$ cat config.mk
export PLATFORM = sky130hd
export DESIGN_NAME = pnp_mul
export DESIGN_NICKNAME = d
export VERILOG_FILES = /design/src/hdl/pnp_pkg.sv /design/src/hdl/pnp_mul.sv
export SDC_FILE = /design/constraint.sdc
export NUM_CORES = 2
export LEC_CHECK = 0
export ABC_AREA = 1
export BUFFER_PORTS_ARGS = -buffer_cell sky130_fd_sc_hd__buf_2
export CELL_PAD_IN_SITES_DETAIL_PLACEMENT = 1
export CELL_PAD_IN_SITES_GLOBAL_PLACEMENT = 2
export CORE_MARGIN = 8
export CORE_UTILIZATION = 35
export DETAILED_ROUTE_END_ITERATION = 12
export GPL_TIMING_DRIVEN = 0
export PLACE_DENSITY_LB_ADDON = 0.08
export SYNTH_ARGS = -nofsm -noshare
export SYNTH_HDL_FRONTEND = slang
export SYNTH_SLANG_ARGS = --single-unit
$ cat constraint.sdc
create_clock -name clk -period 7.3 [get_ports clk]
set_input_delay 0 -clock clk [delete_from_list [all_inputs] [get_ports clk]]
set_output_delay 0 -clock clk [all_outputs]
set_load 0.1 [all_outputs]
$ cat src/hdl/pnp_pkg.sv
package pnp_pkg;

  // Default data format: signed Q16.16
  localparam int DATA_WIDTH_DEF = 32;
  localparam int FRAC_BITS_DEF  = 16;

  // Newton step count register
  localparam int              ITER_W     = 6;
  localparam logic [ITER_W-1:0] ITER_RESET = 6'd20;

endpackage

$ cat src/hdl/pnp_mul.sv
// Unsigned magnitude multiplier, two half-width partial products accumulated low half first
module pnp_mul import pnp_pkg::*; #(
  parameter int DATA_WIDTH = DATA_WIDTH_DEF
) (
  input  logic                      clk,
  input  logic                      rst_n,
  input  logic                      start,
  input  logic [DATA_WIDTH-1:0]     a,
  input  logic [DATA_WIDTH-1:0]     b,
  output logic                      done,
  output logic [2*DATA_WIDTH-1:0]   prod
);

  localparam int DW = DATA_WIDTH;
  localparam int PW = 2 * DW;
  localparam int H  = (DW + 1) / 2;
  localparam int HB = DW - H;

  logic [DW-1:0]    a_r;
  logic [HB-1:0]    bh_r;
  logic [PW-1:0]    acc_r;
  logic             busy_r;
  logic             done_r;
  logic [DW+H-1:0]  plo;
  logic [DW+HB-1:0] phi;

  // Low and high partial products
  assign plo = a * b[H-1:0];
  assign phi = a_r * bh_r;

  // Accumulate low half first, then the shifted high half
  always_ff @(posedge clk) begin
    if (!rst_n) begin
      busy_r <= 1'b0;
      done_r <= 1'b0;
    end else begin
      done_r <= 1'b0;
      if (start) begin
        a_r    <= a;
        bh_r   <= b[DW-1:H];
        acc_r  <= PW'(plo);
        busy_r <= 1'b1;
      end else if (busy_r) begin
        acc_r  <= acc_r + (PW'(phi) << H);
        busy_r <= 1'b0;
        done_r <= 1'b1;
      end
    end
  end

  assign done = done_r;
  assign prod = acc_r;

endmodule

==> reports/metrics.cfg <==
[place]
post_dp_cell_area_mm2=0.04432
dp_slack_ps=-2285
gp_congestion=0.9118
post-place-cells=7281
hpwlAfterDp_um=157400
port_buffers=131

[floorplan]
fp.dieW_um=361.0
fp.dieH_um=361.0
start_util_pct=35.29
core_area_mm2=0.1181
ios=132
rows=126
die_area_mm2=0.1303

[sta]
maxSlewHeadroom_pct=24.86
slew_violations=0
setup_violations=25
final-hold-violation-count=0
min_period_ps=7518
finalCritPeriodShare_pct=103.0
fin_skew_ps=24.08
max_freq_mhz=133.0
tightestPinTransition_ps=1127
rsz0062_at_grt=true
worst_slack_ps=-218.2

[run]
maxCapViolCount=0

[logic_synthesis]
synth_cell_types=44
synthArstFlopShare_pct=0
synth_enable_flop_cells=112
avgSynthCellArea_um2=7.426
synth.top_cell.area_share_pct=40.22
synth_nets=6805
synth_flop_cell=edfxtp_1
ys_ff_latch=114
yosysWarningCount=0
yosys-top-cells-area=fa_1 40%, nand2_1 15%, inv_1 13%, ha_1 8.7%, edfxtp_1 8.1%
synth_area_mm2=0.04166
yosysSeqAreaShare_pct=8.168
synth_top_area_cell=fa_1
synthCells=5611

[critical_path]
path_class=flop to flop
cp_max_fo=5
worst-endpoint-required_ps=7600
cp-start-kind=flop
cpPeakStageDelay_ps=570
crit_slowest_cell=edfxtp_1
cp_common_cell=fa_1
end_kind=flop
critPathArrivalTime_ps=7810

[clock_tree]
cts_tree=yes
cts.sink_count=114
clk_latency_ps=550
cts_root_buffer=clkbuf_16
path_clk_slew_ps=90
cts_buffers=17
clockBufferDepth=2
h-tree-depth=4

[global_routing]
grt-ovfl-total=0
grt_pass1_wl_um=280300
grt_max_degree=50
antenna_found_initial=7
grt_pass1_vias=42140
track_usage_pct=29.22

[detailed_routing]
vias=37980
drc=0
firstDrtPassIters=5
drtIter0Drc=2309
wl_per_cell_um=25.36
antenna_left=0
routed_wl_um=191300
viasPerCell=5.034

[run_status]
violations=setup timing
status=finished, violations left

[worst_hold_path]
hp-class=input pin to flop

[cells_and_area]
num-fill-cells=14230
layout_common_cells=1543 x nand2_1, 1367 x inv_1, 809 x fa_1, 227 x ha_1, 180 x buf_4
layout-drive-gt1-share_pct=19.58
nets=7186
final_common_cell=nand2_1
fin_cells=7543
design_area_mm2=0.05196
synthToLayoutAreaGrowth_pct=24.71

[registers in the layout (all words and copies together) (netlist names)]
| signal | cells |
|---|---|
| prod | 64 |
| bh_r | 16 |
| busy_r | 1 |
| done | 1 |
| a_r | 32 |
[repair_timing]
item,in CTS,in global routing
buffers inserted,147,60
cloned,3,3
hold buffers,50,0
hold endpoints to repair,70,0
endpoints found under the setup margin,38,44
pin swaps,132,254
resized for setup,726,547
[cell families after synthesis]
family	after synthesis	share of synthesized area, %
AND/OR/NAND/NOR	2251	21.56
buffers and inverters	1686	15.20
adder cells (fa/ha/maj)	1127	48.92
AO/OA/AOI/OAI	384	5.114
flip-flops	114	8.168
XOR/XNOR	49	1.030
[worst paths after layout]
kind / endpoint / cells past startpoint / slack, ps / start
worst max register to register: prod[63] / 35 / -220 / a_r[6]
worst min register to register: done / 2 / 560 / busy_r
worst max-delay path: prod[63] / 35 / -220 / a_r[6]
worst min-delay path: a_r[23] / 2 / 170 / a[23]
[critical path, delay by kind of cell, from the launching register on]
kind / cells / cell delay (ps)
AOI/OAI and AO/OA: 2 / 360
and+or+nand+nor: 16 / 1440
adders and majority gates: 8 / 3730
buffers and inverters: 8 / 730
xor gates and xnor gates: 1 / 400
DFF: 1 / 570
[Yosys cell counts (21+ instances only)]
cell	count
clkbuf_1	229
edfxtp_1	112
xor2_1	30
ha_1	290
nand4_1	33
nor2_1	298
fa_1	837
nand2_2	23
inv_1	1446
nand2_1	1692
a21oi_1	192
nor3_1	21
o21bai_1	23
nand3_1	137
o21ai_0	121
[area by class of cell]
type	instances	area (µm²)	share of cell area (%)
Inverter	1452	5470	10.53
Tap cell	1536	1922	3.699
Timing Repair Buffer	397	3070	5.909
Buffer	199	1465	2.820
Sequential cell	114	3403	6.550
Clock inverter	14	106.4	0.2047
Multi-Input combinational cell	3811	36090	69.46
Antenna cell	2	5.005	0.009632
Clock buffer	18	429.2	0.8259
[routing by layer]
layer,part of all wire [%],vias up,global-route usage (%)
met2,49,922,50.57
li1,-,17050,-
met4,4.9,0,11.95
met5,0,-,0
met1,42,19720,36.83
met3,4.4,282,3.745
[metrics by stage]
stage	hold WS (ps)	setup TNS, ps	util, %
final	173.8	-3357	44.00
after global routing	158.1	-6537	44.00
after CTS	120.3	-502.2	41.83
after detailed placement	181.5	-63860	37.54
after global placement	179.0	-64540	37.47
after floorplan	98.87	0	-
Power is left out: the tool's default activity adds up to more than one toggle a clock period on the data nets, which glitch-free logic cannot reach.
