<file path="src/hdl/pnp_pkg.sv">
package pnp_pkg;

  // Default data format: signed Q16.16
  localparam int DATA_WIDTH_DEF = 32;
  localparam int FRAC_BITS_DEF  = 16;

  // Newton step count register
  localparam int              ITER_W     = 6;
  localparam logic [ITER_W-1:0] ITER_RESET = 6'd20;

endpackage

</file>
<file path="src/hdl/pnp_div.sv">
// Signed fixed-point divider, restoring, one quotient bit per cycle.
// Quotient is truncated toward zero and saturated to the data range.
module pnp_div import pnp_pkg::*; #(
  parameter int FRAC_BITS  = FRAC_BITS_DEF,
  parameter int DATA_WIDTH = DATA_WIDTH_DEF
) (
  input  logic                         clk,
  input  logic                         rst_n,
  input  logic                         start,
  input  logic signed [DATA_WIDTH-1:0] num,
  input  logic signed [DATA_WIDTH-1:0] den,
  output logic                         done,
  output logic signed [DATA_WIDTH-1:0] quo
);

  localparam int DW = DATA_WIDTH;
  localparam int NW = DW + FRAC_BITS;
  localparam int CW = (FRAC_BITS + 1 > DW) ? FRAC_BITS + 1 : DW;
  localparam int CNT_W = $clog2(DW);
  localparam logic [CNT_W-1:0] STEPS = CNT_W'(DW - 1);
  localparam logic signed [DW-1:0] QMAX = {1'b0, {(DW-1){1'b1}}};
  localparam logic signed [DW-1:0] QMIN = {1'b1, {(DW-1){1'b0}}};

  typedef enum logic [1:0] {D_IDLE, D_RUN, D_SIGN} div_state_t;

  div_state_t       state_r;
  logic [DW-1:0]    dm_r;
  logic [DW-1:0]    rem_r;
  logic [DW-2:0]    low_r;
  logic [DW-2:0]    quo_bits_r;
  logic [CNT_W-1:0] cnt_r;
  logic             neg_r;
  logic             done_r;
  logic signed [DW-1:0] quo_r;

  logic [DW-1:0]      nm;
  logic [DW-1:0]      dm;
  logic [NW-1:0]      nsh;
  logic [FRAC_BITS:0] nhi;
  logic               ovf;
  logic [DW-1:0]      r2;
  logic               fits;
  logic [DW-1:0]      qpos;

  // Operand magnitudes and the overflow test on the top numerator bits
  assign nm   = num[DW-1] ? DW'(~num + 1'b1) : DW'(num);
  assign dm   = den[DW-1] ? DW'(~den + 1'b1) : DW'(den);
  assign nsh  = {nm, {FRAC_BITS{1'b0}}};
  assign nhi  = nsh[NW-1:DW-1];
  assign ovf  = CW'(nhi) >= CW'(dm);

  // Trial subtraction for one quotient bit
  assign r2   = {rem_r[DW-2:0], low_r[DW-2]};
  assign fits = r2 >= dm_r;
  assign qpos = {1'b0, quo_bits_r};

  always_ff @(posedge clk) begin
    if (!rst_n) begin
      state_r <= D_IDLE;
      done_r  <= 1'b0;
    end else begin
      done_r <= 1'b0;
      unique case (state_r)
        D_IDLE: begin
          if (start) begin
            neg_r <= num[DW-1] ^ den[DW-1];
            if (ovf) begin
              quo_r  <= (num[DW-1] ^ den[DW-1]) ? QMIN : QMAX;
              done_r <= 1'b1;
            end else begin
              dm_r       <= dm;
              rem_r      <= DW'(nhi);
              low_r      <= nsh[DW-2:0];
              quo_bits_r <= '0;
              cnt_r      <= STEPS;
              state_r    <= D_RUN;
            end
          end
        end
        D_RUN: begin
          rem_r      <= fits ? r2 - dm_r : r2;
          quo_bits_r <= {quo_bits_r[DW-3:0], fits};
          low_r      <= {low_r[DW-3:0], 1'b0};
          cnt_r      <= cnt_r - 1'b1;
          if (cnt_r == CNT_W'(1)) state_r <= D_SIGN;
        end
        D_SIGN: begin
          quo_r   <= neg_r ? $signed(~qpos + 1'b1) : $signed(qpos);
          done_r  <= 1'b1;
          state_r <= D_IDLE;
        end
        default: state_r <= D_IDLE;
      endcase
    end
  end

  assign done = done_r;
  assign quo  = quo_r;

endmodule

</file>
<file path="config.mk">
export PLATFORM = sky130hd
export DESIGN_NAME = pnp_div
export DESIGN_NICKNAME = d
export VERILOG_FILES = /design/src/hdl/pnp_pkg.sv /design/src/hdl/pnp_div.sv
export SDC_FILE = /design/constraint.sdc
export NUM_CORES = 1
export LEC_CHECK = 0
export BUFFER_PORTS_ARGS = -buffer_cell sky130_fd_sc_hd__buf_2
export CAP_MARGIN = 20
export CORE_ASPECT_RATIO = 0.8
export CORE_MARGIN = 3
export CORE_UTILIZATION = 40
export DETAILED_ROUTE_END_ITERATION = 10
export GPL_TIMING_DRIVEN = 0
export SYNTH_ARGS = -nofsm -noshare
export SYNTH_HDL_FRONTEND = slang
export SYNTH_SLANG_ARGS = --single-unit
</file>
<file path="constraint.sdc">
create_clock -name clk -period 12.2 [get_ports clk]
set_input_delay 1.83 -clock clk [delete_from_list [all_inputs] [get_ports clk]]
set_output_delay 1.83 -clock clk [all_outputs]
set_load 0.02 [all_outputs]
</file>
==> reports/qor.yml, run 1 <==
startpoint_type: "input port"
areaGrowthSynthToFinish_pct: 15.6
cts_setup_buffers: 0
core_mm2: 0.0245
cts_buffers: 17
cts_tree: "yes"
synth-async-reset-ratio_pct: 0
worstSetupPathType: "input port to flip-flop"
die_h_um: 148
diodes: 0
synth_cell_types: 70
rows: 51
grt_pass1_vias: 7119
ant_nets: 0
grt_pass1_wl_mm: 38.1
grt.total_usage_pct: 17.7
hpwlAfterDp_mm: 18.2
vdd_drop_max_mv: 0.102
cts-root-buf: "clkbuf_16"
fin_crit_sh_pct: 53.7
drt-initial-drc-count: 568
ys_seq_area_share_pct: 44.5
syn-instance-count: 1010
via_per_inst: 5.31
end_kind: "flip-flop"
pin_count: 100
num-nets-final: 1250
postCtsHoldBufs: 0
cap_violations: 0
critPathMaxFanout: 23
seq_area_mm2: 0.00447
cts_max_level: 4
avgRoutedWirePerCell_um: 16.2
synth_area_mm2: 0.0101
skew_ns: 0.0118
path_clk_slew_ns: 0.07
nFillCells: 2371
cts_resized: 0
finalSetupViolations: 0
final_hold_viol_count: 0
utilization_pct: 47.5
yosys_register_bits: 150
antenna_found_initial: 0
worst_pin_slew_ns: 0.900
cts.sinks: 150
critPathArrivalTime_ns: 6.68
total_leakage_power_nw: 4.66
syn-mean-instance-area_um2: 9.96
crit_required_ns: 12.33
die_x_um: 183
die_area_mm2: 0.0271
finalCriticalPeriod_ns: 6.56
grt_max_degree: 33
synth_warnings: 0
min_path_type: "flip-flop to flip-flop"
clk_latency_ns: 0.43
routabilityCongestion: 0.860
grt_setup_unrepaired: "false"
synth_edf_count: 147
drt_drc_violations_left: 0
cts.path.max_buffers: 2
syn-num-nets: 1132
drtPass1Iterations: 5
synthFlopType: "edfxtp_1"
grt-ovfl-total: 0
drive_above_1_share_pct: 13.5
p_per_area_mw_per_mm2: 130
initial_core_util_pct: 41.0
port_buffers: 95
slew_headroom_pct: 39.9
multiInputGateArea_mm2: 0.00518
totalWireLength_mm: 23.7
outcome: "complete, no violations"
fmax_ghz: 0.153
setup_tns_ns: 0
vias: 7750
drv_slew: 0
[report_power, final]
part	internal (mW)	total (mW)	switching, mW	leakage (nW)
Clock	0.290	0.521	0.231	0.278
Sequential	0.615	0.638	0.0225	1.41
Combinational	0.141	0.348	0.207	2.97
[worst max-delay path, stage by stage]
cell and delay [ns]:
buf_2 0.12, or4_1 0.58, or4_1 0.43, or2_2 0.29, or2_2 0.29, nand2b_1 0.16
o21ai_0 0.20, xnor2_1 0.20, ha_1 0.31, a21o_1 0.19, a21oi_1 0.19, nand2_1 0.07
a21o_1 0.17, a21oi_1 0.16, nor4b_1 0.07, and4b_1 0.32, o21ai_4 0.66, buf_16 0.23
buf_12 0.19
[worst paths after layout]
kind / from / endpoint / slack (ns) / cells past startpoint
setup / recovery: num[17] / rem_r[15] / 5.64 / 19
hold / removal: low_r[16] / low_r[17] / 0.53 / 2
setup reg to reg: low_r[30] / rem_r[25] / 8.08 / 13
hold reg to reg: low_r[16] / low_r[17] / 0.53 / 2
[cells by family after synthesis]
family	Yosys count	share of synthesized area, %
and+or+nand+nor	313	16.3
AOI/OAI and AO/OA	241	15.6
DFF	150	44.5
xor gates and xnor gates	114	9.93
buffers and inverters	111	4.19
adders and majority gates	55	6.92
muxes	26	2.60
[cell type report]
class / instances / area share, %
multi-input combinational: 749 / 44.6
timing repair buffer: 99 / 4.91
inverter: 72 / 2.32
buffer: 39 / 1.30
sequential: 150 / 38.5
clock inverter: 15 / 1.37
tap: 318 / 3.42
clock buffer: 17 / 3.66
[per-stage QoR]
step           setup WS (ns)  instances  instance area (um^2)  hold WS [ns]  total power [mW]
2_1_floorplan           2.92       1010                 10100         0.486             0.895
3_3_place_gp           0.478       1423                 10900         0.503             0.989
3_5_place_dp            5.19       1427                 11000         0.511             0.993
4_1_cts                 5.63       1459                 11600         0.532              1.52
5_1_grt                 5.44       1459                 11600         0.562              1.59
6_report                5.64       1459                 11600         0.527              1.51
[cell usage after synthesis, drive strengths merged, types with 3 or more instances]
cell	n	share of area, %
a211oi	3	0.22
a21boi	3	0.22
a21o	20	1.5
a21oi	66	3.3
a221oi	4	0.52
a311oi	5	0.44
a31oi	6	0.37
and2	32	2.0
and3	5	0.31
buf	5	0.24
clkbuf	34	1.3
dfxtp	3	0.60
edfxtp	147	44
ha	54	6.7
inv	72	2.7
mux2i	25	2.5
nand2	75	2.8
nand2b	14	0.87
nand3	20	1.0
nand4	9	0.56
nor2	67	2.5
nor2b	17	1.1
nor3	19	1.1
nor4	10	0.62
nor4b	3	0.26
o21a	3	0.22
o21ai	68	3.4
o21bai	4	0.30
o311ai	4	0.35
o31a	3	0.26
o31ai	26	2.1
o41ai	14	1.3
or2	5	0.31
or3	13	0.86
or4	15	1.3
xnor2	55	4.8
xor2	59	5.1
[placed cells by master, fill, tap and decap left out, types with 10 or more instances in the layout]
master	count
a21o_1	20
a21oi_1	66
and2_1	31
buf_2	96
clkbuf_1	34
clkbuf_16	17
edfxtp_1	147
ha_1	54
inv_1	72
mux2i_1	25
nand2_1	74
nand2b_1	14
nand3_1	20
nor2_1	67
nor2b_1	16
nor3_1	18
nor4_1	10
o21ai_0	66
o31ai_1	24
o41ai_1	13
or3_1	12
or4_1	10
xnor2_1	55
xor2_1	59
[state kept, by name (all words and copies together) (netlist names)]
register    flops
rem_r          31
done            1
quo_bits_r     31
quo            32
cnt_r           5
state_r         2
neg_r           1
low_r          15
dm_r           32
[per-layer routing]
metal | wire length (um) | GRT usage (%) | vias up
met5 | 0 | 0 | -
li1 | - | - | 3942
met1 | 12800 | 28.6 | 3596
met2 | 9500 | 24.4 | 202
met4 | 184 | 4.07 | 0
met3 | 1170 | 2.80 | 10
(Power assumes the default switching activity.)
==> run 2: changes to the inputs <==
--- a/config.mk
+++ b/config.mk
@@ -5,6 +5,7 @@
 export SDC_FILE = /design/constraint.sdc
 export NUM_CORES = 1
 export LEC_CHECK = 0
+export ABC_AREA = 1
 export BUFFER_PORTS_ARGS = -buffer_cell sky130_fd_sc_hd__buf_2
 export CAP_MARGIN = 20
 export CORE_ASPECT_RATIO = 0.8
==> constraint.sdc (replaced) <==
create_clock -name clk -period 6.8 [get_ports clk]
set_input_delay 1.02 -clock clk [delete_from_list [all_inputs] [get_ports clk]]
set_output_delay 1.02 -clock clk [all_outputs]
set_load 0.02 [all_outputs]
==> reports/qor.yml, run 2 <==
total_leakage_power_nw: 5.51  # was 4.66 nW
postLayoutSetupSlackWorst_ns: 2.03  # was 5.64 ns
final_common_cell: "nand2_1"  # was edfxtp_1
grt_use_met2_pct: 27.7  # was 24.4%
die_area_mm2: 0.0287  # was 0.0271 mm^2
synth_top_area_share_pct: 41.3  # was 43.9%
synth_cell_types: 48  # was 70
routabilityCongestion: 0.875  # was 0.860
cts_setup_buffers: 0  # unchanged
synth_area_mm2: 0.0107  # was 0.0101 mm^2
worst_pin_slew_ns: 0.877  # was 0.900 ns
grt_max_degree: 45  # was 33
drt_drc_violations_left: 0  # unchanged
yosysMostFrequentCell: "nand2_1"  # was edfxtp_1
synth_top_area_cell: "edfxtp_1"  # unchanged
synth-async-reset-ratio_pct: 0  # unchanged
ys_seq_area_share_pct: 41.8  # was 44.5%
met1_usage_pct: 29.4  # was 28.6%
vias: 9234  # was 7750
layout_common_cells: "nand2_1, inv_1, nor2_1"  # was edfxtp_1, buf_2, nand2_1
yosys_register_bits: 150  # unchanged
areaGrowthSynthToFinish_pct: 15.1  # was 15.6%
cts_buffers: 17  # unchanged
hpwlAfterDp_mm: 21.7  # was 18.2 mm
fmax_ghz: 0.210
cap_violations: 0  # unchanged
total_power_mw: 2.67  # was 1.51 mW
grt_pass1_vias: 8470  # was 7119
synth_edf_count: 147  # unchanged
synth_area_leaders: "edfxtp_1, nand2_1, inv_1, ha_1, nor2_1"  # was edfxtp_1, ha_1, xor2_1, xnor2_1, a21oi_1
avgRoutedWirePerCell_um: 14.7  # was 16.2 um
final_hold_viol_count: 0  # unchanged
critPathArrivalTime_ns: 4.82  # was 6.68 ns
pin_count: 100  # unchanged
diodes: 0  # unchanged
grt_pass1_wl_mm: 44.2  # was 38.1 mm
ant_nets: 0  # unchanged
crit_required_ns: 6.85  # was 12.33 ns
drive_above_1_share_pct: 12.0  # was 13.5%
totalWireLength_mm: 27.4  # was 23.7 mm
synthFlopType: "edfxtp_1"  # unchanged
fin_crit_sh_pct: 70.1
syn-mean-instance-area_um2: 7.78  # was 9.96 um^2
die_x_um: 189  # was 183 um
outcome: "complete, no violations"  # unchanged
critPathMaxStageDelay_ns: 0.68  # was 0.66 ns
antenna_found_initial: 0  # unchanged
postCtsHoldBufs: 0  # unchanged
num-nets-final: 1617  # was 1250
startpoint_type: "input port"  # unchanged
die_h_um: 152  # was 148 um
finalSetupViolations: 0  # unchanged
cts_max_level: 4  # unchanged
drv_slew: 0  # unchanged
core_mm2: 0.0258  # was 0.0245 mm^2
cts_tree: "yes"  # unchanged
timing.critical_path.buf_inv: 5  # was 3
finalCriticalPeriod_ns: 4.77
path_clk_slew_ns: 0.08  # was 0.07 ns
min_path_type: "flip-flop to flip-flop"  # unchanged
drtPass1Iterations: 5  # unchanged
critPathMostFrequentCell: "nand2_1"
clk_latency_ns: 0.43  # about the same
vdd_drop_max_mv: 0.177  # was 0.102 mV
drt-initial-drc-count: 746  # was 568
p_per_area_mw_per_mm2: 217  # was 130 mW/mm^2
slew_headroom_pct: 41.4  # was 39.9%
use_met3_pct: 3.24  # was 2.80%
cts.path.max_buffers: 2  # unchanged
rows: 52  # was 51
end_kind: "flip-flop"  # unchanged
layout.cells.non_filler: 1859  # was 1459
cpLargestDelayFamily: "simple AND/OR/NAND/NOR gates"  # unchanged
port_buffers: 99  # was 95
slowest_stage: "nor2_4"  # was o21ai_4
cts-root-buf: "clkbuf_16"  # unchanged
critPathMaxFanout: 32  # was 23
syn-instance-count: 1375  # was 1010
cts.sinks: 150  # unchanged
initial_core_util_pct: 41.5  # was 41.0%
grt-ovfl-total: 0  # unchanged
placed_cells: 1827  # was 1427
synth_common_cells: "nand2_1, inv_1, nor2_1, edfxtp_1, o21ai_0"  # was edfxtp_1, nand2_1, inv_1, nor2_1
grt_setup_unrepaired: "false"  # unchanged
grt.total_usage_pct: 19.0  # was 17.7%
via_per_inst: 4.97  # was 5.31
worstSetupPathType: "input port to flip-flop"  # unchanged
syn-num-nets: 1497  # was 1132
synth_warnings: 0  # unchanged
utilization_pct: 47.8  # was 47.5%
skew_ns: 0.0111  # was 0.0118 ns
cts_resized: 0  # unchanged
pre_cts_slack_ns: 1.61  # was 5.19 ns
grt-busiest-layer: "met1"  # unchanged
run 2: layout make-up:
cell class	instances	area (um^2)
buffer	33	159
clock inverter	15	175
fill	2637	13500
clock buffer	17	425
sequential	150	4470
multi-input combinational	980	5290
tap	351	439
timing repair buffer	101	551
inverter	212	798
run 2: cells by family after synthesis:
group	after synthesis	share of synthesized area, %
XOR/XNOR	74	6.06
adder cells (fa/ha/maj)	55	6.51
AO/OA/AOI/OAI	239	12.4
flip-flops	150	41.8
buffers and inverters	245	8.93
AND/OR/NAND/NOR	612	24.2
run 2: stage by stage:
step	hold slack [ns]	area (um^2)	setup TNS, ns
final	0.531	12300	0
after global placement	0.508	11600	-7.84
after CTS	0.532	12300	0
after global routing	0.556	12300	0
after detailed placement	0.513	11700	0
after floorplan	0.500	10700	0
run 2: final timing paths:
| check | from | end | slack (ns) | depth (start not counted) |
|---|---|---|---|---|
| setup / recovery | num[0] | quo[12] | 2.03 | 26 |
| hold / removal | low_r[29] | low_r[30] | 0.53 | 2 |
| setup reg to reg | dm_r[0] | rem_r[6] | 3.87 | 13 |
| hold reg to reg | low_r[29] | low_r[30] | 0.53 | 2 |
run 2: report_power, final:
part,total [mW],internal (mW),switching (mW)
Combinational,0.605,0.206,0.399
Clock,0.951,0.499,0.452
Sequential,1.12,1.09,0.0249
run 2: per-layer routing:
metal  share of wire (%)  routed length, um
met2                  41              11300
met4                0.99                272
met3                 5.3               1460
met5                   0                  0
met1                  53              14400
run 2: worst register-to-register path, delay by kind of cell (launching register included):
kind / cells / cell delay [ns]
fa+ha+maj: 2 / 0.68
compound gates: 4 / 0.73
simple gates: 6 / 0.67
buf+inv: 1 / 0.20
flops: 1 / 0.39
